$ cat src/rtl/tvnf_pkg.sv
// Shared types and constants for the text visualize and line number filter.
`default_nettype none
package tvnf_pkg;

  localparam logic [3:0] MODE_PASS        = 4'd0;
  localparam logic [3:0] MODE_VIS_DOLLAR  = 4'd1;
  localparam logic [3:0] MODE_NUM_ALL     = 4'd2;
  localparam logic [3:0] MODE_NUM_NONBLANK = 4'd3;
  localparam logic [3:0] MODE_SQUEEZE     = 4'd4;
  localparam logic [3:0] MODE_VIS_TAB     = 4'd5;
  localparam logic [3:0] MODE_VIS         = 4'd6;
  localparam logic [3:0] MODE_TAB_ONLY    = 4'd7;
  localparam logic [3:0] MODE_DOLLAR_ONLY = 4'd8;

  localparam logic [7:0] CH_TAB    = 8'd9;
  localparam logic [7:0] CH_NL     = 8'd10;
  localparam logic [7:0] CH_SPACE  = 8'd32;
  localparam logic [7:0] CH_DOLLAR = 8'd36;
  localparam logic [7:0] CH_DASH   = 8'd45;
  localparam logic [7:0] CH_ZERO   = 8'd48;
  localparam logic [7:0] CH_QUEST  = 8'd63;
  localparam logic [7:0] CH_I      = 8'd73;
  localparam logic [7:0] CH_M      = 8'd77;
  localparam logic [7:0] CH_CARET  = 8'd94;
  localparam logic [7:0] CH_DEL    = 8'd127;
  localparam logic [7:0] CH_HIGH   = 8'd160;
  localparam logic [7:0] CH_FF     = 8'd255;

  localparam logic [23:0] BCD_ONE = 24'h000001;
  localparam logic [23:0] BCD_MAX = 24'h999999;

  localparam int JOB_BYTES = 8;

  // Output bytes caused by one input item, delivered from index 0 up.
  typedef struct packed {
    logic [3:0]                     count;
    logic [JOB_BYTES-1:0][7:0]      data;
  } job_t;

endpackage
`default_nettype wire

$ cat src/rtl/tvnf_front.sv
// Front part: accepts input bytes, tracks line state and builds the output bytes of each item.
`default_nettype none
module tvnf_front (
  input  wire logic          clk,
  input  wire logic          rst,
  input  wire logic          s_tvalid,
  output logic               s_tready,
  input  wire logic [7:0]    s_tdata,     // in_byte
  input  wire logic          cfg_valid,
  output logic               cfg_ready,
  input  wire logic [3:0]    cfg_data,    // mode
  input  wire logic          q_full,
  output logic               push,
  output tvnf_pkg::job_t     job
);
  import tvnf_pkg::*;

  logic [3:0]  mode;
  logic [23:0] line_bcd;
  logic [23:0] line_bcd_next;
  logic        at_line_start;
  logic [1:0]  newline_run;

  logic        accept;
  logic        is_nl;
  logic        is_tab;
  logic        numbered;
  logic [2:0]  vis_cnt;
  logic [3:0][7:0] vis;
  logic [6:0][7:0] pfx;

  assign cfg_ready = 1'b1;
  assign s_tready  = !q_full;
  assign accept    = s_tvalid && s_tready;
  assign is_nl     = (s_tdata == CH_NL);
  assign is_tab    = (s_tdata == CH_TAB);
  assign push      = accept && (job.count != 4'd0);

  always_comb begin
    vis     = '0;
    vis_cnt = 3'd1;
    vis[0]  = s_tdata;
    if (is_tab || is_nl) begin
      vis_cnt = 3'd1;
    end else if (s_tdata < 8'd32) begin
      vis_cnt = 3'd2;
      vis[0]  = CH_CARET;
      vis[1]  = s_tdata + 8'd64;
    end else if (s_tdata == CH_DEL) begin
      vis_cnt = 3'd2;
      vis[0]  = CH_CARET;
      vis[1]  = CH_QUEST;
    end else if (s_tdata[7] && (s_tdata < CH_HIGH)) begin
      vis_cnt = 3'd4;
      vis[0]  = CH_M;
      vis[1]  = CH_DASH;
      vis[2]  = CH_CARET;
      vis[3]  = s_tdata - 8'd64;
    end else if (s_tdata == CH_FF) begin
      vis_cnt = 3'd4;
      vis[0]  = CH_M;
      vis[1]  = CH_DASH;
      vis[2]  = CH_CARET;
      vis[3]  = CH_QUEST;
    end else if (s_tdata[7]) begin
      vis_cnt = 3'd3;
      vis[0]  = CH_M;
      vis[1]  = CH_DASH;
      vis[2]  = s_tdata - 8'd128;
    end
  end

  always_comb begin
    logic       lead;
    logic [3:0] d;
    lead = 1'b1;
    pfx  = '0;
    for (int k = 5; k >= 0; k--) begin
      d = line_bcd[4*k +: 4];
      if ((d != 4'd0) || (k == 0)) begin
        lead = 1'b0;
      end
      pfx[5-k] = lead ? CH_SPACE : (CH_ZERO + {4'd0, d});
    end
    pfx[6] = CH_TAB;
  end

  always_comb begin
    logic       carry;
    logic [4:0] d;
    carry         = 1'b1;
    line_bcd_next = '0;
    for (int k = 0; k < 6; k++) begin
      d = {1'b0, line_bcd[4*k +: 4]} + {4'd0, carry};
      carry = 1'b0;
      if (d > 5'd9) begin
        d     = 5'd0;
        carry = 1'b1;
      end
      line_bcd_next[4*k +: 4] = d[3:0];
    end
    if (line_bcd == BCD_MAX) begin
      line_bcd_next = BCD_MAX;
    end
  end

  always_comb begin
    job         = '0;
    job.count   = 4'd1;
    job.data[0] = s_tdata;
    numbered    = 1'b0;
    case (mode)
      MODE_VIS_DOLLAR: begin
        if (is_nl) begin
          job.count   = 4'd2;
          job.data[0] = CH_DOLLAR;
          job.data[1] = CH_NL;
        end else begin
          job.count        = {1'b0, vis_cnt};
          job.data[3:0]    = vis;
        end
      end
      MODE_NUM_ALL: begin
        numbered = at_line_start;
      end
      MODE_NUM_NONBLANK: begin
        numbered = at_line_start && !is_nl;
      end
      MODE_SQUEEZE: begin
        if (is_nl && (newline_run == 2'd2)) begin
          job.count = 4'd0;
        end
      end
      MODE_VIS_TAB: begin
        if (is_tab) begin
          job.count   = 4'd2;
          job.data[0] = CH_CARET;
          job.data[1] = CH_I;
        end else begin
          job.count     = {1'b0, vis_cnt};
          job.data[3:0] = vis;
        end
      end
      MODE_VIS: begin
        job.count     = {1'b0, vis_cnt};
        job.data[3:0] = vis;
      end
      MODE_TAB_ONLY: begin
        if (is_tab) begin
          job.count   = 4'd2;
          job.data[0] = CH_CARET;
          job.data[1] = CH_I;
        end
      end
      MODE_DOLLAR_ONLY: begin
        if (is_nl) begin
          job.count   = 4'd2;
          job.data[0] = CH_DOLLAR;
          job.data[1] = CH_NL;
        end
      end
      default: begin
        job.count = 4'd1;
      end
    endcase
    if (numbered) begin
      job.count     = 4'd8;
      job.data[6:0] = pfx;
      job.data[7]   = s_tdata;
    end
  end

  always_ff @(posedge clk) begin
    if (rst) begin
      mode          <= MODE_PASS;
      line_bcd      <= BCD_ONE;
      at_line_start <= 1'b1;
      newline_run   <= 2'd1;
    end else begin
      if (cfg_valid && cfg_ready) begin
        mode <= cfg_data;
      end
      if (accept) begin
        if (numbered) begin
          line_bcd <= line_bcd_next;
        end
        at_line_start <= is_nl;
        if (!is_nl) begin
          newline_run <= 2'd0;
        end else if (newline_run != 2'd2) begin
          newline_run <= newline_run + 2'd1;
        end
      end
    end
  end

endmodule
`default_nettype wire

$ cat src/rtl/tvnf_queue.sv
// Short queue of built items between the front and back parts.
`default_nettype none
module tvnf_queue #(
  parameter int DEPTH = 4
) (
  input  wire logic          clk,
  input  wire logic          rst,
  input  wire logic          push,
  input  wire tvnf_pkg::job_t push_job,
  output logic               full,
  input  wire logic          pop,
  output logic               head_valid,
  output tvnf_pkg::job_t     head_job
);
  import tvnf_pkg::*;

  localparam int PW = (DEPTH > 1) ? $clog2(DEPTH) : 1;
  localparam int CW = $clog2(DEPTH + 1);

  job_t          store [DEPTH];
  logic [PW-1:0] wr_ptr;
  logic [PW-1:0] rd_ptr;
  logic [CW-1:0] fill;

  assign full       = (fill == CW'(DEPTH));
  assign head_valid = (fill != '0);
  assign head_job   = store[rd_ptr];

  always_ff @(posedge clk) begin
    if (push) begin
      store[wr_ptr] <= push_job;
    end
  end

  always_ff @(posedge clk) begin
    if (rst) begin
      wr_ptr <= '0;
      rd_ptr <= '0;
      fill   <= '0;
    end else begin
      if (push) begin
        wr_ptr <= (wr_ptr == PW'(DEPTH - 1)) ? '0 : wr_ptr + PW'(1);
      end
      if (pop) begin
        rd_ptr <= (rd_ptr == PW'(DEPTH - 1)) ? '0 : rd_ptr + PW'(1);
      end
      if (push && !pop) begin
        fill <= fill + CW'(1);
      end else if (pop && !push) begin
        fill <= fill - CW'(1);
      end
    end
  end

endmodule
`default_nettype wire

$ cat src/rtl/tvnf_back.sv
// Back part: sends the bytes of each queued item one per cycle while m_tready allows, through an output register.
`default_nettype none
module tvnf_back (
  input  wire logic          clk,
  input  wire logic          rst,
  input  wire logic          head_valid,
  input  wire tvnf_pkg::job_t head_job,
  output logic               pop,
  output logic               m_tvalid,
  input  wire logic          m_tready,
  output logic [7:0]         m_tdata,     // out_byte
  output logic               m_tlast      // last_of_run
);
  import tvnf_pkg::*;

  logic [2:0] idx;
  logic       load;
  logic       take;
  logic       is_last;

  assign load    = !m_tvalid || m_tready;
  assign take    = load && head_valid;
  assign is_last = ({1'b0, idx} == (head_job.count - 4'd1));
  assign pop     = take && is_last;

  always_ff @(posedge clk) begin
    if (take) begin
      m_tdata <= head_job.data[idx];
      m_tlast <= is_last;
    end
  end

  always_ff @(posedge clk) begin
    if (rst) begin
      m_tvalid <= 1'b0;
      idx      <= '0;
    end else begin
      if (load) begin
        m_tvalid <= head_valid;
      end
      if (take) begin
        idx <= is_last ? 3'd0 : idx + 3'd1;
      end
    end
  end

endmodule
`default_nettype wire

$ cat src/rtl/text_visualize_number_filter.sv
// Top level of the text visualize and line number filter.
// The block takes one text byte per cycle while its internal queue has room
// and delivers zero to eight output bytes for it, one byte per cycle on the
// output while m_tready is high, so the sustained rate is one input byte per
// cycle when each byte yields one output byte and otherwise is set by the
// number of output bytes per item. The first output byte of an item passes
// through the queue storage and then the output register before it is valid.
// The mode register is written through the configuration channel, which is
// always ready; write it only while the block is idle.
`default_nettype none
module text_visualize_number_filter #(
  parameter int QUEUE_DEPTH = 4
) (
  input  wire logic        clk,
  input  wire logic        rst,
  input  wire logic        s_tvalid,
  output logic             s_tready,
  input  wire logic [7:0]  s_tdata,     // in_byte
  output logic             m_tvalid,
  input  wire logic        m_tready,
  output logic [7:0]       m_tdata,     // out_byte
  output logic             m_tlast,     // last_of_run
  input  wire logic        cfg_valid,
  output logic             cfg_ready,
  input  wire logic [3:0]  cfg_data     // mode
);
  import tvnf_pkg::*;

  logic q_full;
  logic q_push;
  logic q_pop;
  logic q_head_valid;
  job_t q_push_job;
  job_t q_head_job;

  tvnf_front u_front (
    .clk       (clk),
    .rst       (rst),
    .s_tvalid  (s_tvalid),
    .s_tready  (s_tready),
    .s_tdata   (s_tdata),
    .cfg_valid (cfg_valid),
    .cfg_ready (cfg_ready),
    .cfg_data  (cfg_data),
    .q_full    (q_full),
    .push      (q_push),
    .job       (q_push_job)
  );

  tvnf_queue #(
    .DEPTH (QUEUE_DEPTH)
  ) u_queue (
    .clk        (clk),
    .rst        (rst),
    .push       (q_push),
    .push_job   (q_push_job),
    .full       (q_full),
    .pop        (q_pop),
    .head_valid (q_head_valid),
    .head_job   (q_head_job)
  );

  tvnf_back u_back (
    .clk        (clk),
    .rst        (rst),
    .head_valid (q_head_valid),
    .head_job   (q_head_job),
    .pop        (q_pop),
    .m_tvalid   (m_tvalid),
    .m_tready   (m_tready),
    .m_tdata    (m_tdata),
    .m_tlast    (m_tlast)
  );

endmodule
`default_nettype wire
$ cat config.mk
export PLATFORM = sky130hd
export DESIGN_NAME = text_visualize_number_filter
export DESIGN_NICKNAME = d
export VERILOG_FILES = /design/src/rtl/tvnf_pkg.sv /design/src/rtl/tvnf_front.sv /design/src/rtl/tvnf_queue.sv /design/src/rtl/tvnf_back.sv /design/src/rtl/text_visualize_number_filter.sv
export SDC_FILE = /design/constraint.sdc
export NUM_CORES = 1
export LEC_CHECK = 0
export ABC_AREA = 1
export ABC_CLOCK_PERIOD_IN_PS = 12300
export BUFFER_PORTS_ARGS = -buffer_cell sky130_fd_sc_hd__buf_2
export CAP_MARGIN = 25
export CORE_MARGIN = 2
export CORE_UTILIZATION = 65
export CTS_BUF_LIST = sky130_fd_sc_hd__clkbuf_8
export DETAILED_ROUTE_END_ITERATION = 10
export MAX_ROUTING_LAYER = met4
export PLACE_DENSITY = 0.82
export SETUP_SLACK_MARGIN = 0.5
export SKIP_CTS_REPAIR_TIMING = 1
export SLEW_MARGIN = 10
export SYNTH_ARGS = -nofsm -noshare
export SYNTH_HDL_FRONTEND = slang
export SYNTH_HIERARCHICAL = 1
export SYNTH_SLANG_ARGS = --single-unit
$ cat constraint.sdc
create_clock -name clk -period 12.3 [get_ports clk]
set_input_delay 0.615 -clock clk [delete_from_list [all_inputs] [get_ports clk]]
set_output_delay 0.615 -clock clk [all_outputs]
set_load 0.005 [all_outputs]
== Word-level counts from Yosys, hierarchy flattened ==
Memories as Yosys holds them, arrays and structs flattened. A register that Yosys moved wholly into a read port is not among the register bits.
Cells that the tools add are included.

* Add/subtract/negate cells: 22
* Order comparisons: 9
* Equality and inequality tests: 20
* Mux-type cells: 66
* Reductions and logical operators: 26

{| class="wikitable"
|+ Operators with widths
! operator !! count
|-
| $mux W16 || 8
|-
| $pmux W16 S5 || 1
|-
| $mux W24 || 3
|-
| $mux W68 || 1
|-
| $mux W32 || 2
|-
| $mux W8 || 6
|-
| $pmux W16 S3 || 1
|-
| $add A6 B4 Y7 const A || 6
|-
| $gt A5 B4 Y1 const B || 6
|-
| $mux W3 || 10
|-
| $add A4 B1 Y5 || 5
|-
| $bmux W8 S3 || 1
|-
| $eq A24 B24 Y1 const B || 1
|-
| $mux W4 || 6
|-
| $pmux W4 S6 || 1
|-
| $reduce_bool A4 Y1 || 6
|-
| $mux W2 || 9
|-
| $eq A4 B3 Y1 const B || 4
|-
| $eq A8 B4 Y1 const B || 2
|-
| $mux W15 || 1
|-
| $mux W1 || 13
|-
| $mux W12 || 1
|-
| $logic_and A1 B1 Y1 || 9
|-
| $add A8 B7 Y8 const B || 1
|-
| 26 further kinds || 39
|}

* Register bits after elaboration: 51
* RAM bits: 272
* Input port bits: 17
* Output and inout bits: 12
* Memories kept: 1

{| class="wikitable"
|+ Memory list
! name !! depth !! width !! read ports !! clocked after Yosys merged registers in !! write ports !! line !! text
|-
| u_queue.store || 4 || 68 || 1 || 1 || 1 || tvnf_queue.sv:20 || <nowiki>job_t store [DEPTH];</nowiki>
|}

== Depth between registers and ports, before layout ==
Gate-level depths: netlist (run 1).

* Word-level depth: 19
* Depth in mapped cells: 39

== Hierarchy ==
The synthesis (run 1) kept the hierarchy.

{| class="wikitable"
|+ Modules (own cells, without submodules)
! module !! instances !! cells an instance !! area each (um^2) !! seq. area each (um^2)
|-
| tvnf_queue || 1 || 717 || 10521.3 || 8348.0
|-
| tvnf_front || 1 || 542 || 3243.1 || 620.6
|-
| tvnf_back || 1 || 176 || 1122.3 || 350.3
|}

== Worst setup path before layout (run 1) ==
Ideal clock, no wire load.

* Kind: reg2reg
* Start point: register u_front.line_bcd[0]
* End point: register u_front.line_bcd[20]
* Setup time: 0.109 ns
* Arrival: 5.159 ns
* Data required time: 12.191 ns
* Setup slack: 7.032 ns
* Stages on the path, launching flop included: 40
* Path buffers: 0
* Clock period less this slack: 5.268 ns
* Cells stage by stage: dfxtp_1 > inv_1 > ha_1 > nor2_1 > o21ai_0 > nand2_1 > nand2_1 > ha_1 > ha_1 > xnor2_1 > nand2_1 > nand2_1 > nand2_1 > ha_1 > ha_1 > xnor2_1 > nand2_1 > nand2_1 > [... 4 more ...] > nand2_1 > nand2_1 > nand2_1 > ha_1 > ha_1 > xnor2_1 > nand2_1 > nand2_1 > nand2_1 > ha_1 > ha_1 > xnor2_1 > nand2_1 > nand2_1 > nand3_1 > nand3_1 > nand2_1 > inv_1

* Longest elaborated chain between the ends: 19
* Elaborated cells between the ends (all ways): 20

{| class="wikitable"
|+ RTL lines
! item !! line !! text
|-
| from (decl) || tvnf_front.sv:19 || <nowiki>logic [23:0] line_bcd;</nowiki>
|-
| from (signal assigned) || tvnf_front.sv:185 || <nowiki>line_bcd <= line_bcd_next;</nowiki>
|-
| $add A4 B1 Y5 || tvnf_front.sv:94 || <nowiki>d = {1'b0, line_bcd[4*k +: 4]} + {4'd0, carry};</nowiki>
|-
| $gt A5 B4 Y1 || tvnf_front.sv:96 || <nowiki>if (d > 5'd9) begin</nowiki>
|-
| $mux W1 || tvnf_front.sv:96 ||
|-
| $add A4 B1 Y5 || tvnf_front.sv:94 ||
|-
| $gt A5 B4 Y1 || tvnf_front.sv:96 ||
|-
| $mux W1 || tvnf_front.sv:96 ||
|-
| $add A4 B1 Y5 || tvnf_front.sv:94 ||
|-
| $gt A5 B4 Y1 || tvnf_front.sv:96 ||
|-
| [... 3 more ...] || -- ||
|-
| $mux W1 || tvnf_front.sv:96 ||
|-
| $add A4 B1 Y5 || tvnf_front.sv:94 ||
|-
| $gt A5 B4 Y1 || tvnf_front.sv:96 ||
|-
| $mux W1 || tvnf_front.sv:96 ||
|-
| $add A4 B1 Y5 || tvnf_front.sv:94 ||
|-
| $gt A5 B4 Y1 || tvnf_front.sv:96 ||
|-
| $mux W4 || tvnf_front.sv:96 ||
|-
| $mux W24 (*) || tvnf_front.sv:102 || <nowiki>if (line_bcd == BCD_MAX) begin</nowiki>
|}

Every way passes the cells marked *; elsewhere a longest branch is shown, timed or not.
A chain may end at the register's enable or synchronous reset.

== Worst setup path in the final report (run 1) ==
Same ends and word-level chain as after synthesis.

==> flow_summary_export.csv, run 1 <==
group,metric,value,unit
synthesis,avgSynthCellArea,10.4,um2
setup_path,cp_data_required_time,12.76,ns
synthesis,synth_seq_area_share,0.626,
cells_and_area,syn2layout_area_growth,6.67,%
grt,grt_max_degree,94,
setup_path,endpoint_kind,"flip-flop",
timing,hold_viol,0,
power_and_ir_drop,switching_share,0.344,
cells_and_area,fin_util,0.703,
clocking,cts_max_path_buffers,3,
synthesis,yosysWarnings,6,
worst_hold_path,hold_path_class,"input port to flip-flop",
grt,grt_pass1_wl,52.3,mm
timing,hold_ws,0.320,ns
timing,finalSetupViolCount,0,
grt,gr-total-overflow,0,
cells_and_area,drive_above_1_share,0.106,
run_status,status,"completed",
synthesis,synth_seq_cells,325,
cells_and_area,final_cells,1773,
routing,drtAntennaViolNets,0,
setup_path,crit_type,"flip-flop to flip-flop",
cells_and_area,fillCellCount,1604,
power_and_ir_drop,p_int,2.04,mW
synthesis,synthFlopType,"edfxtp_1",
place,post-place-ws,6.33,ns
setup_path,r2r_setup_slack,6.20,ns
synthesis,synth_top_cells_by_count,"281 x edfxtp_1, 244 x nor2_1, 194 x o21ai_0",
synthesis,synth_top_area_share,0.567,
synthesis,synthDistinctLibCells,44,
setup_path,crit_path_top_delay_cell,"dfxtp_1",
routing,wire_per_inst,19.0,um
clocking,cts.sinks,325,
place,placed_cell_area,14900,um2
place,port_buffers,27,
synthesis,async_flop_share,0,
timing,tns,0,ns
synthesis,syn_area,14900,um2
synthesis,postSynthCellCount,1435,
die,core.rowCount,55,
routing,vias,10800,
cells_and_area,fin_area,15900,um2
grt,grt_usage,0.288,
die,dieArea,24100,um2
setup_path,path_delay_family,"adder cells",
grt,grt_pass1_vias,9928,
routing,wl,33.7,mm
synthesis,yosys.area.top_type,"edfxtp_1",
die,die_h,155,um
timing,slew_viol_final,0,
setup_path,ff2ff_path_depth,39,
power_and_ir_drop,p_leak,6.02,nW
setup_path,r2r-end,"u_front/line_bcd[20]",
die,start_util,0.660,
routing,vias_per_cell,6.07,
power_and_ir_drop,p_per_area,195,nW/um2
worst_hold_path,holdPathEnd,"u_back/m_tvalid",
worst_hold_path,worstHoldPathCells,4,
clocking,cts_tree,"yes",
setup_path,crit_path_start_kind,"flip-flop",
power_and_ir_drop,vdd_drop_max,86.6,uV
clocking,clock_latency,0.58,ns
setup_path,reg2reg_from,"u_front/line_bcd[0]",
clocking,numCtsBuffers,49,
power_and_ir_drop,pwr-share-seq,0.456,
grt,antenna_found_initial,1,
setup_path,slowest_delay,0.42,ns
power_and_ir_drop,power,3.10,mW
die,ios,29,
place,dp_hpwl,19.8,mm
timing,clock_skew,0.0362,ns
place,gp_congestion,0.961,
routing,firstDrtPassIters,5,
place,placedCellCount,1680,
die,coreArea,22600,um2
flow_run,maxCapViolCount,0,
timing,rsz0062_at_grt,"no",
die,die_x,155,um
routing,drc,0,
synthesis,synthTopCellsByArea,"edfxtp_1 57%, o21ai_0 6.5%, nor2_1 6.2%",
setup_path,cp_common_cell,"nand2_1",
power_and_ir_drop,clkPwrFrac,0.269,
clocking,clkTransAtPathRegs,0.06,ns
clocking,cts.htree.levels,2,
power_and_ir_drop,p_sw,1.07,mW
synthesis,synth_edf_count,281,
setup_path,crit_buf_inv,2,
timing,timing.fmax,0.164,GHz
synthesis,yosysMostFrequentCell,"edfxtp_1",
cells_and_area,nets,1491,
power_and_ir_drop,comb_power_share,0.275,
worst_hold_path,min-delay-start,"m_tready",
setup_path,critical_path_arrival,6.56,ns
setup_path,crit_path_max_fanout,5,
clocking,cts_root_buf,"clkbuf_8",
timing,period_needed,6.10,ns
timing,slew_headroom,0.276,
timing,worstMarginPinSlew,1.09,ns
timing,fin_ws,6.20,ns
timing,fin_crit_sh,0.496,
setup_path,crit_cells,39,
routing,drtIter0Drc,1192,
==> area by class of cell <==
cell class | instances | area [um2] | share of cell area
multi-input cells | 926 | 4630 | 0.291
repair buffers | 37 | 210 | 0.0132
flip-flops and latches | 325 | 9320 | 0.587
clock inverters | 38 | 205 | 0.0129
inverters | 107 | 412 | 0.0259
well taps | 285 | 357 | 0.0225
diodes | 1 | 2.50 | 0.000158
clock buffers | 54 | 743 | 0.0468
==> worst min-delay path, cell delays in order <==
cell and delay [ns]:
buf_2 0.07, inv_1 0.03, nand2_1 0.06, a21oi_1 0.06
==> how the worst max path moves through the flow <==
stage	slack, ns	startpoint	end
2_1_floorplan	7.03	u_front/line_bcd[0]	u_front/line_bcd[20]
3_3_place_gp	6.72	u_front/line_bcd[0]	u_front/line_bcd[20]
3_5_place_dp	6.33	u_front/line_bcd[0]	u_front/line_bcd[20]
4_1_cts	6.22	u_front/line_bcd[0]	u_front/line_bcd[21]
5_1_grt	5.57	u_front/line_bcd[0]	u_front/line_bcd[21]
6_report	6.20	u_front/line_bcd[0]	u_front/line_bcd[20]
==> state kept, by name (all words and copies together) (netlist names), 2 cells and up, named ones only <==
signal / count
u_back/idx: 3
u_front/mode: 4
u_queue/store: 272
u_queue/fill: 3
u_front/line_bcd: 24
u_queue/rd_ptr: 2
u_back/m_tdata: 8
u_front/newline_run: 2
u_queue/wr_ptr: 2
==> routing by layer <==
metal / GRT usage / vias up / part of all wire / wire [um]
li1: - / 5026 / - / -
met1: 0.392 / 5091 / 0.41 / 13700
met2: 0.444 / 567 / 0.47 / 15900
met3: 0.0501 / 85 / 0.092 / 3080
met4: 0.100 / 0 / 0.031 / 1030
met5: - / - / 0 / 0
==> layout by cell type (no fill, tap or decap), drive strengths merged, types with 35 or more instances in the layout <==
cell      n
a21oi    47
buf      37
clkbuf   54
dfxtp    44
edfxtp  281
inv     117
nand2   196
nand3    35
nor2    252
o21ai   217
o22ai    86
==> kinds of logic after synthesis <==
logic type,after synthesis,synth area share
AO/OA/AOI/OAI,359,0.132
XOR/XNOR,15,0.00883
adder cells (fa/ha/maj),28,0.0240
buffers and inverters,194,0.0658
flip-flops,325,0.626
other,2,0.000504
AND/OR/NAND/NOR,512,0.143
==> power groups by stage <==
| stage | clock, mW | combinational (mW) | sequential [mW] |
|---|---|---|---|
| after floorplan | 0 | 0.636 | 1.42 |
| after global placement | 0 | 0.808 | 1.43 |
| after detailed placement | 0 | 0.833 | 1.44 |
| after CTS | 0.847 | 0.840 | 1.41 |
| after global routing | 0.896 | 0.943 | 1.43 |
| final | 0.836 | 0.853 | 1.42 |
Note: power is estimated with default switching activity, not from simulation.
==> run 2: changes to the inputs <==
- ABC_CLOCK_PERIOD_IN_PS: 12300 -> 5600
- CORE_UTILIZATION: 65 -> 59
- PLACE_DENSITY: 0.82 -> 0.79
- clock period: 12.3 -> 5.6 ns (I/O delays scaled with it)
==> flow_summary_export.csv, run 2 (synthesis gave the netlist of run 1 again) <==
group,metric,value,unit
worst_hold_path,worstHoldPathCells,3,
setup_path,crit_path_top_delay_cell,"dfxtp_4",
cells_and_area,fillCellCount,1838,
routing,wire_per_inst,19.4,um
cells_and_area,reg_top3,"u_queue/store: 272 flops, u_front/line_bcd: 24 flops, u_back/m_tdata: 8 flops",
cells_and_area,drive_above_1_share,0.144,
die,die_x,163,um
power_and_ir_drop,comb_power_share,0.274,
routing,drc,0,
setup_path,crit_path_max_fanout,4,
timing,finalSetupViolCount,0,
power_and_ir_drop,power,6.98,mW
timing,fin_crit_sh,0.918,
routing,firstDrtPassIters,7,
power_and_ir_drop,p_leak,6.16,nW
die,dieArea,26500,um2
power_and_ir_drop,clkPwrFrac,0.281,
setup_path,r2r_setup_slack,0.46,ns
flow_run,maxCapViolCount,0,
grt,gr-total-overflow,0,
grt,antenna_found_initial,1,
cells_and_area,fin_util,0.661,
setup_path,critical_path_arrival,5.61,ns
cells_and_area,regMostFlops,"u_queue/store",
setup_path,crit_type,"flip-flop to flip-flop",
power_and_ir_drop,p_per_area,423,nW/um2
power_and_ir_drop,pwr-share-seq,0.445,
clocking,cts.htree.levels,2,
timing,period_needed,5.14,ns
grt,grt_max_degree,80,
routing,vias,11000,
place,placedCellCount,1726,
place,gp_congestion,0.946,
die,core.rowCount,58,
worst_hold_path,min-delay-start,"cfg_data[0]",
routing,wl,35.7,mm
die,die_h,163,um
power_and_ir_drop,switching_share,0.341,
run_status,status,"finished, violations left",
cells_and_area,layout_common_cells,"281 x edfxtp_1, 243 x nor2_1, 193 x o21ai_0",
timing,hold_viol,3,
place,port_buffers,27,
cells_and_area,final_common_cell,"edfxtp_1",
power_and_ir_drop,p_int,4.60,mW
grt,grt_pass1_vias,10100,
routing,drtIter0Drc,1343,
worst_hold_path,holdPathEnd,"u_front/mode[0]",
timing,slew_viol_final,0,
die,ios,29,
cells_and_area,nets,1514,
setup_path,slowest_delay,0.39,ns
setup_path,endpoint_kind,"flip-flop",
setup_path,reg2reg_from,"u_front/line_bcd[1]",
worst_hold_path,hold_path_class,"input port to flip-flop",
die,coreArea,25000,um2
setup_path,cp_data_required_time,6.07,ns
clocking,cts_tree,"yes",
cells_and_area,final_cells,1840,
timing,hold_ws,-0.0160,ns
clocking,cts_max_path_buffers,3,
place,dp_hpwl,20.9,mm
die,start_util,0.596,
clocking,cts_root_buf,"clkbuf_8",
timing,rsz0062_at_grt,"no",
clocking,numCtsBuffers,50,
setup_path,ff2ff_path_depth,37,
setup_path,r2r-end,"u_front/line_bcd[20]",
timing,slew_headroom,0.452,
power_and_ir_drop,vdd_drop_max,232,uV
cells_and_area,syn2layout_area_growth,10.9,%
routing,drtAntennaViolNets,0,
timing,timing.fmax,0.195,GHz
cells_and_area,largest_register_ff_count,272,
timing,clock_skew,0.0224,ns
timing,worstMarginPinSlew,0.820,ns
grt,grt_usage,0.268,
grt,grt_pass1_wl,53.4,mm
clocking,cts.sinks,325,
setup_path,crit_path_start_kind,"flip-flop",
clocking,clock_latency,0.59,ns
routing,vias_per_cell,5.99,
clocking,clkTransAtPathRegs,0.06,ns
run_status,violations,"negative hold slack",
power_and_ir_drop,p_sw,2.38,mW
run 2: changes by cell type in the layout (fill, tap and decap cells not counted), sizes merged:
cell and delta:
buf +21, bufinv +3, clkbuf -1, clkinv -5
clkinvlp -1, dlygate4sd3 +1, inv +4
run 2: layout make-up:
class,instances,area (um2),share of cell area
Timing Repair Buffer,59,415,0.0252
Sequential cell,325,9330,0.565
Inverter,107,417,0.0252
Multi-Input combinational cell,926,4920,0.298
Tap cell,330,413,0.0250
Clock inverter,39,273,0.0165
Clock buffer,53,729,0.0442
Antenna cell,1,2.50,0.000152
run 2: power by group through the flow:
| stage | sequential, mW | combinational [mW] | clock (mW) |
|---|---|---|---|
| 6_report | 3.11 | 1.91 | 1.96 |
| 4_1_cts | 3.10 | 1.87 | 1.98 |
| 2_1_floorplan | 3.11 | 1.40 | 0 |
| 5_1_grt | 3.13 | 2.11 | 2.09 |
| 3_5_place_dp | 3.15 | 1.86 | 0 |
| 3_3_place_gp | 3.14 | 1.81 | 0 |
run 2: worst max-delay path by stage:
| stage | endpoint | depth (start not counted) | startpoint | slack [ns] |
|---|---|---|---|---|
| final | u_front/line_bcd[20] | 37 | u_front/line_bcd[1] | 0.46 |
| after global routing | u_front/line_bcd[20] | 37 | u_front/line_bcd[1] | 0.24 |
| after CTS | u_front/line_bcd[20] | 39 | u_front/line_bcd[0] | -0.02 |
| after detailed placement | u_front/line_bcd[20] | 39 | u_front/line_bcd[0] | 0.02 |
| after global placement | u_front/line_bcd[20] | 39 | u_front/line_bcd[0] | 0.22 |
| after floorplan | u_front/line_bcd[20] | 39 | u_front/line_bcd[0] | 0.51 |
run 2: worst max-delay path, delay by kind of cell, from the launching register on:
family / cells / cell delay, ns
and+or+nand+nor: 20 / 1.89
buffers and inverters: 2 / 0.18
xor gates and xnor gates: 6 / 1.12
DFF: 1 / 0.39
adders and majority gates: 9 / 1.47
run 2: metrics by stage:
stage / setup WS (ns) / hold slack [ns] / TNS, ns / area (um2)
after global placement: 0.215 / 0.458 / 0 / 15100
after global routing: 0.242 / 0.00436 / 0 / 16500
final: 0.461 / -0.0160 / 0 / 16500
after detailed placement: 0.0204 / 0.464 / 0 / 15100
after floorplan: 0.508 / 0.349 / 0 / 15000
after CTS: -0.0221 / -0.0519 / -0.0300 / 16100
run 2: routing by layer:
layer / up-vias / global-route usage / share of wire
li1: 5072 / - / -
met1: 5244 / 0.356 / 0.40
met2: 609 / 0.432 / 0.49
met3: 92 / 0.0374 / 0.088
met4: 0 / 0.0857 / 0.028
met5: - / - / 0
